--- src/hdl/lltd_pkg.sv ---
// Package for the least-loaded task dispatcher: payload types, codes and the
// sequencer microprogram. No dependencies; used by the interfaces and the top level.
package lltd_pkg;

  // Field widths fixed by the block's interface
  localparam int TASK_W     = 16;
  localparam int SUM_W      = 40;
  localparam int IDX_OUT_W  = 5;
  localparam int LOAD_OUT_W = 32;
  localparam int MODE_W     = 2;
  localparam int SRV_W      = 6;
  localparam int CFG_IDX_W  = 1;
  localparam int CFG_DATA_W = 6;

  // Configuration register indexes
  localparam logic [CFG_IDX_W-1:0] REG_POLICY_MODE    = 1'd0;
  localparam logic [CFG_IDX_W-1:0] REG_SERVERS_IN_USE = 1'd1;

  // Policy modes (the unused code behaves as least loaded)
  localparam logic [MODE_W-1:0] MODE_RR     = 2'd0;
  localparam logic [MODE_W-1:0] MODE_LEAST  = 2'd1;
  localparam logic [MODE_W-1:0] MODE_DEFER  = 2'd2;
  localparam logic [MODE_W-1:0] MODE_UNUSED = 2'd3;

  // Operations
  localparam logic OP_ASSIGN = 1'b0;
  localparam logic OP_CLEAR  = 1'b1;

  // Transaction payloads
  typedef struct packed {
    logic              operation;
    logic [TASK_W-1:0] task_load;
  } in_item_t;

  typedef struct packed {
    logic [IDX_OUT_W-1:0]  server_index;
    logic [LOAD_OUT_W-1:0] server_new_load;
    logic [SUM_W-1:0]      total_load;
    logic                  saturated;
  } out_item_t;

  // Microprogram step addresses
  localparam int PC_W = 4;
  localparam logic [PC_W-1:0] ST_IDLE      = 4'd0;
  localparam logic [PC_W-1:0] ST_SCAN_T    = 4'd1;
  localparam logic [PC_W-1:0] ST_SCAN_T_LP = 4'd2;
  localparam logic [PC_W-1:0] ST_TGT       = 4'd3;
  localparam logic [PC_W-1:0] ST_RD        = 4'd4;
  localparam logic [PC_W-1:0] ST_ADD       = 4'd5;
  localparam logic [PC_W-1:0] ST_SUM       = 4'd6;
  localparam logic [PC_W-1:0] ST_OUT       = 4'd7;
  localparam logic [PC_W-1:0] ST_SCAN_P    = 4'd8;
  localparam logic [PC_W-1:0] ST_SCAN_P_LP = 4'd9;
  localparam logic [PC_W-1:0] ST_SET_PTR   = 4'd10;
  localparam logic [PC_W-1:0] ST_CLR       = 4'd11;

  // Sequencer jump kinds
  typedef enum logic [2:0] {
    JMP_NEXT,      // fall through to the next step
    JMP_ALWAYS,    // go to target
    JMP_DISPATCH,  // wait for a transaction, branch on operation and mode
    JMP_LOOP,      // repeat while the scan has servers left
    JMP_IF_DEFER,  // go to target in deferred mode, else fall through
    JMP_OUT        // go to target once the output register is free
  } jmp_e;

  // One control word per step
  typedef struct packed {
    logic            wait_in;
    logic            scan_init;
    logic            scan_step;
    logic            set_tgt;
    logic            rd_tgt;
    logic            do_add;
    logic            do_sum;
    logic            set_ptr;
    logic            do_clr;
    logic            do_out;
    jmp_e            jmp;
    logic [PC_W-1:0] target;
  } ctrl_t;

  // Microprogram ROM
  function automatic ctrl_t ucode(logic [PC_W-1:0] pc);
    ctrl_t c;
    c        = '0;
    c.jmp    = JMP_NEXT;
    c.target = ST_IDLE;
    case (pc)
      ST_IDLE: begin
        c.wait_in = 1'b1;
        c.jmp     = JMP_DISPATCH;
      end
      ST_SCAN_T:    c.scan_init = 1'b1;
      ST_SCAN_T_LP: begin
        c.scan_step = 1'b1;
        c.jmp       = JMP_LOOP;
      end
      ST_TGT:       c.set_tgt = 1'b1;
      ST_RD:        c.rd_tgt  = 1'b1;
      ST_ADD:       c.do_add  = 1'b1;
      ST_SUM: begin
        c.do_sum = 1'b1;
        c.jmp    = JMP_IF_DEFER;
        c.target = ST_SCAN_P;
      end
      ST_OUT: begin
        c.do_out = 1'b1;
        c.jmp    = JMP_OUT;
        c.target = ST_IDLE;
      end
      ST_SCAN_P:    c.scan_init = 1'b1;
      ST_SCAN_P_LP: begin
        c.scan_step = 1'b1;
        c.jmp       = JMP_LOOP;
      end
      ST_SET_PTR: begin
        c.set_ptr = 1'b1;
        c.jmp     = JMP_ALWAYS;
        c.target  = ST_OUT;
      end
      ST_CLR: begin
        c.do_clr = 1'b1;
        c.jmp    = JMP_ALWAYS;
        c.target = ST_OUT;
      end
      default: begin
        c.jmp    = JMP_ALWAYS;
        c.target = ST_IDLE;
      end
    endcase
    return c;
  endfunction

endpackage

--- src/hdl/lltd_if.sv ---
// Valid/ready channel interfaces for the dispatcher's input and result streams.
// Depends on lltd_pkg for the payload types.
interface lltd_in_if;
  logic               valid;
  logic               ready;
  lltd_pkg::in_item_t data;

  modport source (output valid, output data, input ready);
  modport sink   (input valid, input data, output ready);
endinterface

interface lltd_out_if;
  logic                valid;
  logic                ready;
  lltd_pkg::out_item_t data;

  modport source (output valid, output data, input ready);
  modport sink   (input valid, input data, output ready);
endinterface

--- src/hdl/lltd_ram.sv ---
// Generic single-write, single-read RAM with registered read data.
// No dependencies.
module lltd_ram #(
  parameter int WIDTH = 32,
  parameter int DEPTH = 32
) (
  input  logic                     clk_i,
  input  logic                     we_i,
  input  logic [$clog2(DEPTH)-1:0] waddr_i,
  input  logic [WIDTH-1:0]         wdata_i,
  input  logic [$clog2(DEPTH)-1:0] raddr_i,
  output logic [WIDTH-1:0]         rdata_o
);

  logic [WIDTH-1:0] mem_q [DEPTH];
  logic [WIDTH-1:0] rdata_q;

  always_ff @(posedge clk_i) begin
    if (we_i) begin
      mem_q[waddr_i] <= wdata_i;
    end
    rdata_q <= mem_q[raddr_i];
  end

  assign rdata_o = rdata_q;

endmodule

--- src/hdl/least_loaded_task_dispatcher.sv ---
// Least-loaded task dispatcher, microcoded: a step counter walks a ROM program.
// Round robin reads the pointer's load, adds, sums, then outputs. Least loaded
// first scans the n servers in use (one load read per cycle from the RAM).
// Deferred serves the pointer, then scans to set it. One transaction at a time.
// Reset (rst_ni, async): loads read as zero through per-server valid bits,
// pointer and sum zero, policy least loaded, all servers in use; no clearing pass.
module least_loaded_task_dispatcher #(
  parameter int MAX_SERVERS = 32,
  parameter int LOAD_WIDTH  = 32
) (
  input  logic                           clk_i,
  input  logic                           rst_ni,
  input  logic                           cfg_we_i,
  input  logic [lltd_pkg::CFG_IDX_W-1:0]  cfg_idx_i,
  input  logic [lltd_pkg::CFG_DATA_W-1:0] cfg_data_i,
  lltd_in_if.sink                        in_i,
  lltd_out_if.source                     out_o
);

  import lltd_pkg::*;

  localparam int IDX_W = $clog2(MAX_SERVERS);
  localparam int CNT_W = $clog2(MAX_SERVERS + 1);

  // Sequencer
  logic [PC_W-1:0] pc_q, pc_d;
  ctrl_t           uc;

  // Configuration
  logic [MODE_W-1:0] policy_q;
  logic [SRV_W-1:0]  srv_q;

  // Datapath state
  logic [MAX_SERVERS-1:0] vld_q, vld_d;
  logic [IDX_W-1:0]       ptr_q, ptr_d;
  logic [SUM_W-1:0]       sum_q, sum_d;
  logic [TASK_W-1:0]      task_q, task_d;
  logic [IDX_W-1:0]       tgt_q, tgt_d;
  logic [LOAD_WIDTH-1:0]  nl_q, nl_d;
  logic [TASK_W-1:0]      delta_q, delta_d;
  logic                   sat_q, sat_d;
  logic [CNT_W-1:0]       cnt_q, cnt_d;
  logic [IDX_W-1:0]       best_idx_q, best_idx_d;
  logic [LOAD_WIDTH-1:0]  best_load_q, best_load_d;
  logic                   out_valid_q, out_valid_d;
  out_item_t              out_data_q, out_data_d;

  // RAM read side
  logic [IDX_W-1:0]      rd_addr, rd_addr_q;
  logic                  rd_vld_q;
  logic [LOAD_WIDTH-1:0] rd_data, rd_load;
  logic                  ram_we;

  // Helpers
  logic [31:0]         n_full;
  logic [CNT_W-1:0]    n_act;
  logic [IDX_W-1:0]    eff_ptr, rr_next;
  logic                mode_least, in_acc, scan_more, out_free;
  logic [LOAD_WIDTH:0] add_ext;
  logic [SUM_W:0]      sum_ext;
  logic [LOAD_WIDTH-1:0] nl_sat;
  logic [LOAD_WIDTH-1:0] diff;

  assign uc = ucode(pc_q);

  // Active server count, clamped to 1..MAX_SERVERS
  always_comb begin
    if (srv_q == '0) begin
      n_full = 32'd1;
    end else if (32'(srv_q) > 32'(MAX_SERVERS)) begin
      n_full = 32'(MAX_SERVERS);
    end else begin
      n_full = 32'(srv_q);
    end
  end
  assign n_act = n_full[CNT_W-1:0];

  // Stale pointer reads as server 0
  assign eff_ptr = (32'(ptr_q) >= 32'(n_act)) ? '0 : ptr_q;
  assign rr_next = (32'(tgt_q) + 32'd1 == 32'(n_act)) ? '0 : IDX_W'(32'(tgt_q) + 32'd1);

  assign mode_least = (policy_q == MODE_LEAST) || (policy_q == MODE_UNUSED);
  assign in_i.ready = uc.wait_in;
  assign in_acc     = in_i.valid && in_i.ready;
  assign scan_more  = 32'(cnt_q) < 32'(n_act);
  assign out_free   = !out_valid_q || out_o.ready;

  // Never-written or cleared entries read as zero
  assign rd_load = rd_vld_q ? rd_data : '0;
  assign add_ext = {1'b0, rd_load} + (LOAD_WIDTH+1)'(task_q);
  assign nl_sat  = add_ext[LOAD_WIDTH] ? '1 : add_ext[LOAD_WIDTH-1:0];
  assign sum_ext = {1'b0, sum_q} + (SUM_W+1)'(delta_q);
  assign diff    = nl_sat - rd_load;
  assign ram_we  = uc.do_add;

  lltd_ram #(
    .WIDTH (LOAD_WIDTH),
    .DEPTH (MAX_SERVERS)
  ) u_loads (
    .clk_i   (clk_i),
    .we_i    (ram_we),
    .waddr_i (tgt_q),
    .wdata_i (nl_d),
    .raddr_i (rd_addr),
    .rdata_o (rd_data)
  );

  // Datapath driven by the control word
  always_comb begin
    vld_d       = vld_q;
    ptr_d       = ptr_q;
    sum_d       = sum_q;
    task_d      = task_q;
    tgt_d       = tgt_q;
    nl_d        = nl_q;
    delta_d     = delta_q;
    sat_d       = sat_q;
    cnt_d       = cnt_q;
    best_idx_d  = best_idx_q;
    best_load_d = best_load_q;
    rd_addr     = '0;
    out_valid_d = out_valid_q;
    out_data_d  = out_data_q;

    if (out_valid_q && out_o.ready) begin
      out_valid_d = 1'b0;
    end

    // Latch the transaction; pointer modes target the pointer's server
    if (uc.wait_in && in_acc) begin
      task_d = in_i.data.task_load;
      tgt_d  = eff_ptr;
      sat_d  = 1'b0;
    end

    // Target load read ahead of the update
    if (uc.rd_tgt) begin
      rd_addr = tgt_q;
    end

    // Minimum scan: issue one read per cycle, compare the previous one
    if (uc.scan_init) begin
      rd_addr     = '0;
      cnt_d       = CNT_W'(1);
      best_idx_d  = '0;
      best_load_d = '1;
    end
    if (uc.scan_step) begin
      if (rd_load < best_load_q) begin
        best_load_d = rd_load;
        best_idx_d  = rd_addr_q;
      end
      if (scan_more) begin
        rd_addr = cnt_q[IDX_W-1:0];
        cnt_d   = CNT_W'(32'(cnt_q) + 32'd1);
      end
    end
    if (uc.set_tgt) begin
      tgt_d = best_idx_q;
    end
    if (uc.set_ptr) begin
      ptr_d = best_idx_q;
    end

    // Saturating load update and write-back
    if (uc.do_add) begin
      if (add_ext[LOAD_WIDTH]) begin
        sat_d = 1'b1;
      end
      nl_d           = nl_sat;
      delta_d        = diff[TASK_W-1:0];
      vld_d[tgt_q]   = 1'b1;
    end

    // Saturating sum, round-robin pointer advance
    if (uc.do_sum) begin
      if (sum_ext[SUM_W]) begin
        sum_d = '1;
        sat_d = 1'b1;
      end else begin
        sum_d = sum_ext[SUM_W-1:0];
      end
      if (policy_q == MODE_RR) begin
        ptr_d = rr_next;
      end
    end

    if (uc.do_clr) begin
      vld_d = '0;
      ptr_d = '0;
      sum_d = '0;
      tgt_d = '0;
      nl_d  = '0;
      sat_d = 1'b0;
    end

    // Result register
    if (uc.do_out && out_free) begin
      out_valid_d                = 1'b1;
      out_data_d.server_index    = IDX_OUT_W'(tgt_q);
      out_data_d.server_new_load = LOAD_OUT_W'(nl_q);
      out_data_d.total_load      = sum_q;
      out_data_d.saturated       = sat_q;
    end
  end

  // Next step
  always_comb begin
    pc_d = pc_q;
    case (uc.jmp)
      JMP_NEXT:   pc_d = PC_W'(pc_q + 1'b1);
      JMP_ALWAYS: pc_d = uc.target;
      JMP_DISPATCH: begin
        if (in_acc) begin
          if (in_i.data.operation == OP_CLEAR) begin
            pc_d = ST_CLR;
          end else if (mode_least) begin
            pc_d = ST_SCAN_T;
          end else begin
            pc_d = ST_RD;
          end
        end
      end
      JMP_LOOP: begin
        if (!scan_more) begin
          pc_d = PC_W'(pc_q + 1'b1);
        end
      end
      JMP_IF_DEFER: begin
        if (policy_q == MODE_DEFER) begin
          pc_d = uc.target;
        end else begin
          pc_d = PC_W'(pc_q + 1'b1);
        end
      end
      JMP_OUT: begin
        if (out_free) begin
          pc_d = uc.target;
        end
      end
      default: pc_d = ST_IDLE;
    endcase
  end

  // Control state and configuration
  always_ff @(posedge clk_i or negedge rst_ni) begin
    if (!rst_ni) begin
      pc_q        <= ST_IDLE;
      policy_q    <= MODE_LEAST;
      srv_q       <= SRV_W'(32);
      vld_q       <= '0;
      ptr_q       <= '0;
      sum_q       <= '0;
      out_valid_q <= 1'b0;
    end else begin
      pc_q        <= pc_d;
      vld_q       <= vld_d;
      ptr_q       <= ptr_d;
      sum_q       <= sum_d;
      out_valid_q <= out_valid_d;
      if (cfg_we_i) begin
        case (cfg_idx_i)
          REG_POLICY_MODE:    policy_q <= cfg_data_i[MODE_W-1:0];
          REG_SERVERS_IN_USE: srv_q    <= cfg_data_i[SRV_W-1:0];
          default: ;
        endcase
      end
    end
  end

  // Payload registers
  always_ff @(posedge clk_i) begin
    task_q      <= task_d;
    tgt_q       <= tgt_d;
    nl_q        <= nl_d;
    delta_q     <= delta_d;
    sat_q       <= sat_d;
    cnt_q       <= cnt_d;
    best_idx_q  <= best_idx_d;
    best_load_q <= best_load_d;
    rd_addr_q   <= rd_addr;
    rd_vld_q    <= vld_q[rd_addr];
    out_data_q  <= out_data_d;
  end

  assign out_o.valid = out_valid_q;
  assign out_o.data  = out_data_q;

endmodule
--- src/flat_wrapper.sv ---
// flat-port wrapper written by rule: the top's interface ports become plain ports
module least_loaded_task_dispatcher_flat import lltd_pkg::*;
#(
  parameter int MAX_SERVERS = 32,
  parameter int LOAD_WIDTH  = 32
)
  (clk_i, rst_ni, cfg_we_i, cfg_idx_i, cfg_data_i, in_i_valid, in_i_data, in_i_ready, out_o_valid, out_o_data, out_o_ready);
  lltd_in_if in_i_i ();
  lltd_out_if out_o_i ();
  input  logic clk_i;
  input  logic rst_ni;
  input  logic cfg_we_i;
  input  logic [lltd_pkg::CFG_IDX_W-1:0] cfg_idx_i;
  input  logic [lltd_pkg::CFG_DATA_W-1:0] cfg_data_i;
  input wire logic [$bits(in_i_i.valid)-1:0] in_i_valid;
  input wire logic [$bits(in_i_i.data)-1:0] in_i_data;
  output wire logic [$bits(in_i_i.ready)-1:0] in_i_ready;
  output wire logic [$bits(out_o_i.valid)-1:0] out_o_valid;
  output wire logic [$bits(out_o_i.data)-1:0] out_o_data;
  input wire logic [$bits(out_o_i.ready)-1:0] out_o_ready;
  assign in_i_i.valid = in_i_valid;
  assign in_i_i.data = in_i_data;
  assign in_i_ready = in_i_i.ready;
  assign out_o_valid = out_o_i.valid;
  assign out_o_data = out_o_i.data;
  assign out_o_i.ready = out_o_ready;
  least_loaded_task_dispatcher #(.MAX_SERVERS(MAX_SERVERS), .LOAD_WIDTH(LOAD_WIDTH)) u_core (.clk_i(clk_i), .rst_ni(rst_ni), .cfg_we_i(cfg_we_i), .cfg_idx_i(cfg_idx_i), .cfg_data_i(cfg_data_i), .in_i(in_i_i), .out_o(out_o_i));
endmodule
--- config.mk ---
export PLATFORM = sky130hd
export DESIGN_NAME = least_loaded_task_dispatcher_flat
export DESIGN_NICKNAME = d
export VERILOG_FILES = /design/src/hdl/lltd_pkg.sv /design/src/hdl/lltd_if.sv /design/src/hdl/lltd_ram.sv /design/src/hdl/least_loaded_task_dispatcher.sv /design/src/flat_wrapper.sv
export SDC_FILE = /design/constraint.sdc
export NUM_CORES = 2
export LEC_CHECK = 0
export BUFFER_PORTS_ARGS = -buffer_cell sky130_fd_sc_hd__clkbuf_2
export CAP_MARGIN = 20
export CORE_MARGIN = 2
export CORE_UTILIZATION = 63
export DETAILED_ROUTE_END_ITERATION = 8
export HOLD_SLACK_MARGIN = 0.12
export PLACE_DENSITY = 0.77
export SLEW_MARGIN = 40
export SYNTH_ARGS = -nofsm -noshare
export SYNTH_HDL_FRONTEND = slang
export SYNTH_SLANG_ARGS = --single-unit
--- constraint.sdc ---
create_clock -name clk_i -period 7.95 [get_ports clk_i]
set_clock_uncertainty 0.2 [all_clocks]
set_input_delay 0 -clock clk_i [delete_from_list [all_inputs] [get_ports clk_i]]
set_output_delay 0 -clock clk_i [all_outputs]
set_load 0.02 [all_outputs]
==> impl_metrics.ini <==
[worst_setup_path]
worstPathMaxFanout = 43
path_class = register to register
crit_path_end_kind = register
startpoint_type = register
cp.required_ns = 8.22
cp.arrival_ns = 5.97

[sta]
finalHoldWorstSlack_ns = 0.240
period_share_pct = 71.8
rsz0062_at_grt = false
maxSlewHeadroom_pct = 40.1
tightest_slew_ns = 0.899
fmax_mhz = 175
fin_crit_ns = 5.71
setup_viol = 0
finalMaxSlewViolations = 0
fin_setup_tns_ns = 0
finalHoldViolations = 0

[power_and_ir_drop]
p_comb_share_pct = 30.1
internal_power_uw = 15200
clkPwrFrac_pct = 27.7
cellLeakagePower_uw = 0.0253
powerDensity_nw_per_um2 = 352
peakVddDrop_mv = 0.251
seqPwrFrac_pct = 42.2
p_sw_uw = 7150
netSwitchingFraction_pct = 32.0

[finish]
fill_cells = 5398
multiInputGateArea_sq_um = 16500
layout.nets = 4036
drive_gt1_share_pct = 16.4
mostFrequentLayoutCell = edfxtp_1
regArea_sq_um = 38700
syn_to_final_growth_pct = 13.1
layout_common_cells = edfxtp_1, mux2i_1, nand2_1

[global_route]
grt.total_usage_pct = 31.1
grt_pass1_wl_mm = 207
grt_start_max_net_pins = 140
grt.overflow.total = 0
grt_antenna_before_repair = 0
grt_pass1_vias = 32800

[status]
status = finished clean

[routing]
viasPerCell = 6.43
firstDrtPassIters = 6
detail-route-antenna-nets = 0
routed_wl_mm = 141
drc_errors = 0
detailroute.via_count = 33400
drt_iter0_drc = 3883
drt-wirelength-per-cell_um = 27.2

[yosys]
syn_area_sq_um = 56000
ys_ff_latch = 1343
syn_nets = 3808
syn-instance-count = 3684
synth_edf_count = 1134
post_synth.cell_area_avg_sq_um = 15.2
synth_cell_types = 88
synth_seq_area_share_pct = 69.0
async_reset_ff_share_pct = 6.70
synth_flop_cell = edfxtp_1
ys_warn_count = 0

[place]
gp_congestion = 0.923
io_buffers = 108
place_hpwl_mm = 80.2

[die]
die-area_sq_um = 91300
die_h_um = 302
rows = 109
die-width_um = 302
coreArea_sq_um = 88200
start_util_pct = 63.5
io_pins = 109

[clocking]
cts_resized = 0
cts_buffers = 137
cts_buffer_depth = 3
htreeDepth = 4
cts_setup_buffers = 0
clock_latency_ns = 0.74
cts_sinks = 1343
clkTransAtPathRegs_ns = 0.06
cts_tree = done
root_buffer = clkbuf_16

[min_path]
hp-class = input pin to async pin

[job]
drv_cap = 0
==> worst paths after layout <==
path / from / end / slack [ns] / cells after the start
hold reg to reg: u_core.rd_addr_q[3] / u_core.best_idx_q[3] / 0.24 / 2
setup reg to reg: u_core.rd_vld_q / u_core.delta_q[15] / 2.24 / 18
min in group clk_i: u_core.rd_addr_q[3] / u_core.best_idx_q[3] / 0.24 / 2
max in group asynchronous: rst_ni / u_core.vld_q[17] / 6.63 / 4
hold / removal: rst_ni / u_core.sum_q[1] / 0.24 / 4
setup / recovery: u_core.rd_vld_q / u_core.delta_q[15] / 2.24 / 18
==> synthesized netlist by cell type (40+ instances only) <==
cell / number / area share, %
a21oi_1: 79 / 0.71
a31oi_1: 65 / 0.73
and3_1: 74 / 0.83
clkbuf_1: 84 / 0.56
dfrtp_1: 88 / 3.9
dfxtp_1: 119 / 4.3
edfxtp_1: 1134 / 61
ha_1: 94 / 2.1
inv_1: 92 / 0.62
mux2i_1: 459 / 8.2
mux4_2: 103 / 4.1
nand2_1: 403 / 2.7
nor2_1: 225 / 1.5
o21ai_0: 57 / 0.51
xnor2_1: 40 / 0.63
==> power by group through the flow <==
stage | sequential [uW] | combinational, uW | clock (uW)
2_1_floorplan | 9390 | 4920 | 0
3_3_place_gp | 9530 | 6310 | 0
3_5_place_dp | 9530 | 6520 | 0
4_1_cts | 9390 | 6620 | 6240
5_1_grt | 9440 | 7250 | 6520
6_report | 9420 | 6720 | 6180
==> worst max-delay path: stages, from the launching register on <==
cell      delay [ns]
dfxtp_1         0.30
buf_4           0.42
nand2_1         0.21
inv_1           0.14
ha_1            0.32
a211oi_1        0.28
o211ai_1        0.14
a22oi_1         0.44
and2_1          0.36
nand2b_1        0.58
nand2_1         0.18
ha_1            0.39
o211ai_1        0.15
o21ai_0         0.13
nor2_1          0.26
o211ai_2        0.17
nor4_1          0.44
o41ai_2         0.15
xnor2_1         0.16
==> registers in the layout, summed over array words and instances (netlist names) <==
name / cells
u_core.best_idx_q: 5
u_core.tgt_q: 5
u_core.policy_q: 2
u_core.u_loads.rdata_o: 32
u_core.u_loads.mem_q: 1024
u_core.pc_q: 4
u_core.sum_q: 40
u_core.sat_q: 1
u_core.delta_q: 16
u_core.rd_vld_q: 1
u_core.out_o.valid: 1
u_core.nl_q: 32
u_core.vld_q: 32
u_core.rd_addr_q: 5
u_core.ptr_q: 5
u_core.cnt_q: 6
u_core.out_o.data: 78
u_core.task_q: 16
u_core.best_load_q: 32
u_core.srv_q: 6
==> timing repair <==
action,CTS,global route
hold buffers,66,0
hold endpoints to repair,145,0
setup endpoints to repair,0,0
==> cells by family (layout without fill, tap and decap cells) <==
logic type | count (synthesis) | count (layout) | share of synthesized area (%)
flops | 1343 | 1343 | 69.0
simple gates | 876 | 876 | 6.87
mux | 577 | 577 | 12.6
compound gates | 455 | 455 | 5.91
buf+inv | 277 | 616 | 2.44
fa+ha+maj | 97 | 97 | 2.17
xor+xnor | 59 | 59 | 0.922
other cells | 0 | 1 | 0
==> final cells by class <==
cell class                 count  area share (%)
tap                         1165            2.30
sequential                  1343            61.0
antenna                        1         0.00395
timing repair buffer         270            3.25
inverter                      96           0.570
clock inverter                65           0.829
multi-input combinational   2064            26.0
clock buffer                 185            6.00
==> layer usage <==
layer	GRT usage [%]	vias up	share of wire, %
met1	42.3	16800	39
met2	50.4	1807	48
met4	12.2	0	3.7
li1	-	14500	-
met5	0	-	0
met3	5.80	325	9.5
==> through the flow <==
stage	cells	worst slack (ns)	area [sq um]	power [uW]	util, %
after floorplan	3684	2.41	56000	14300	-
after detailed placement	4870	2.33	58300	16100	66.1
after global routing	5188	1.74	63400	23200	71.8
after global placement	4863	2.47	58200	15800	65.9
final	5189	2.24	63400	22300	71.8
after CTS	5186	2.31	63300	22200	71.8
No activity file was read; power rests on OpenSTA's default activity.
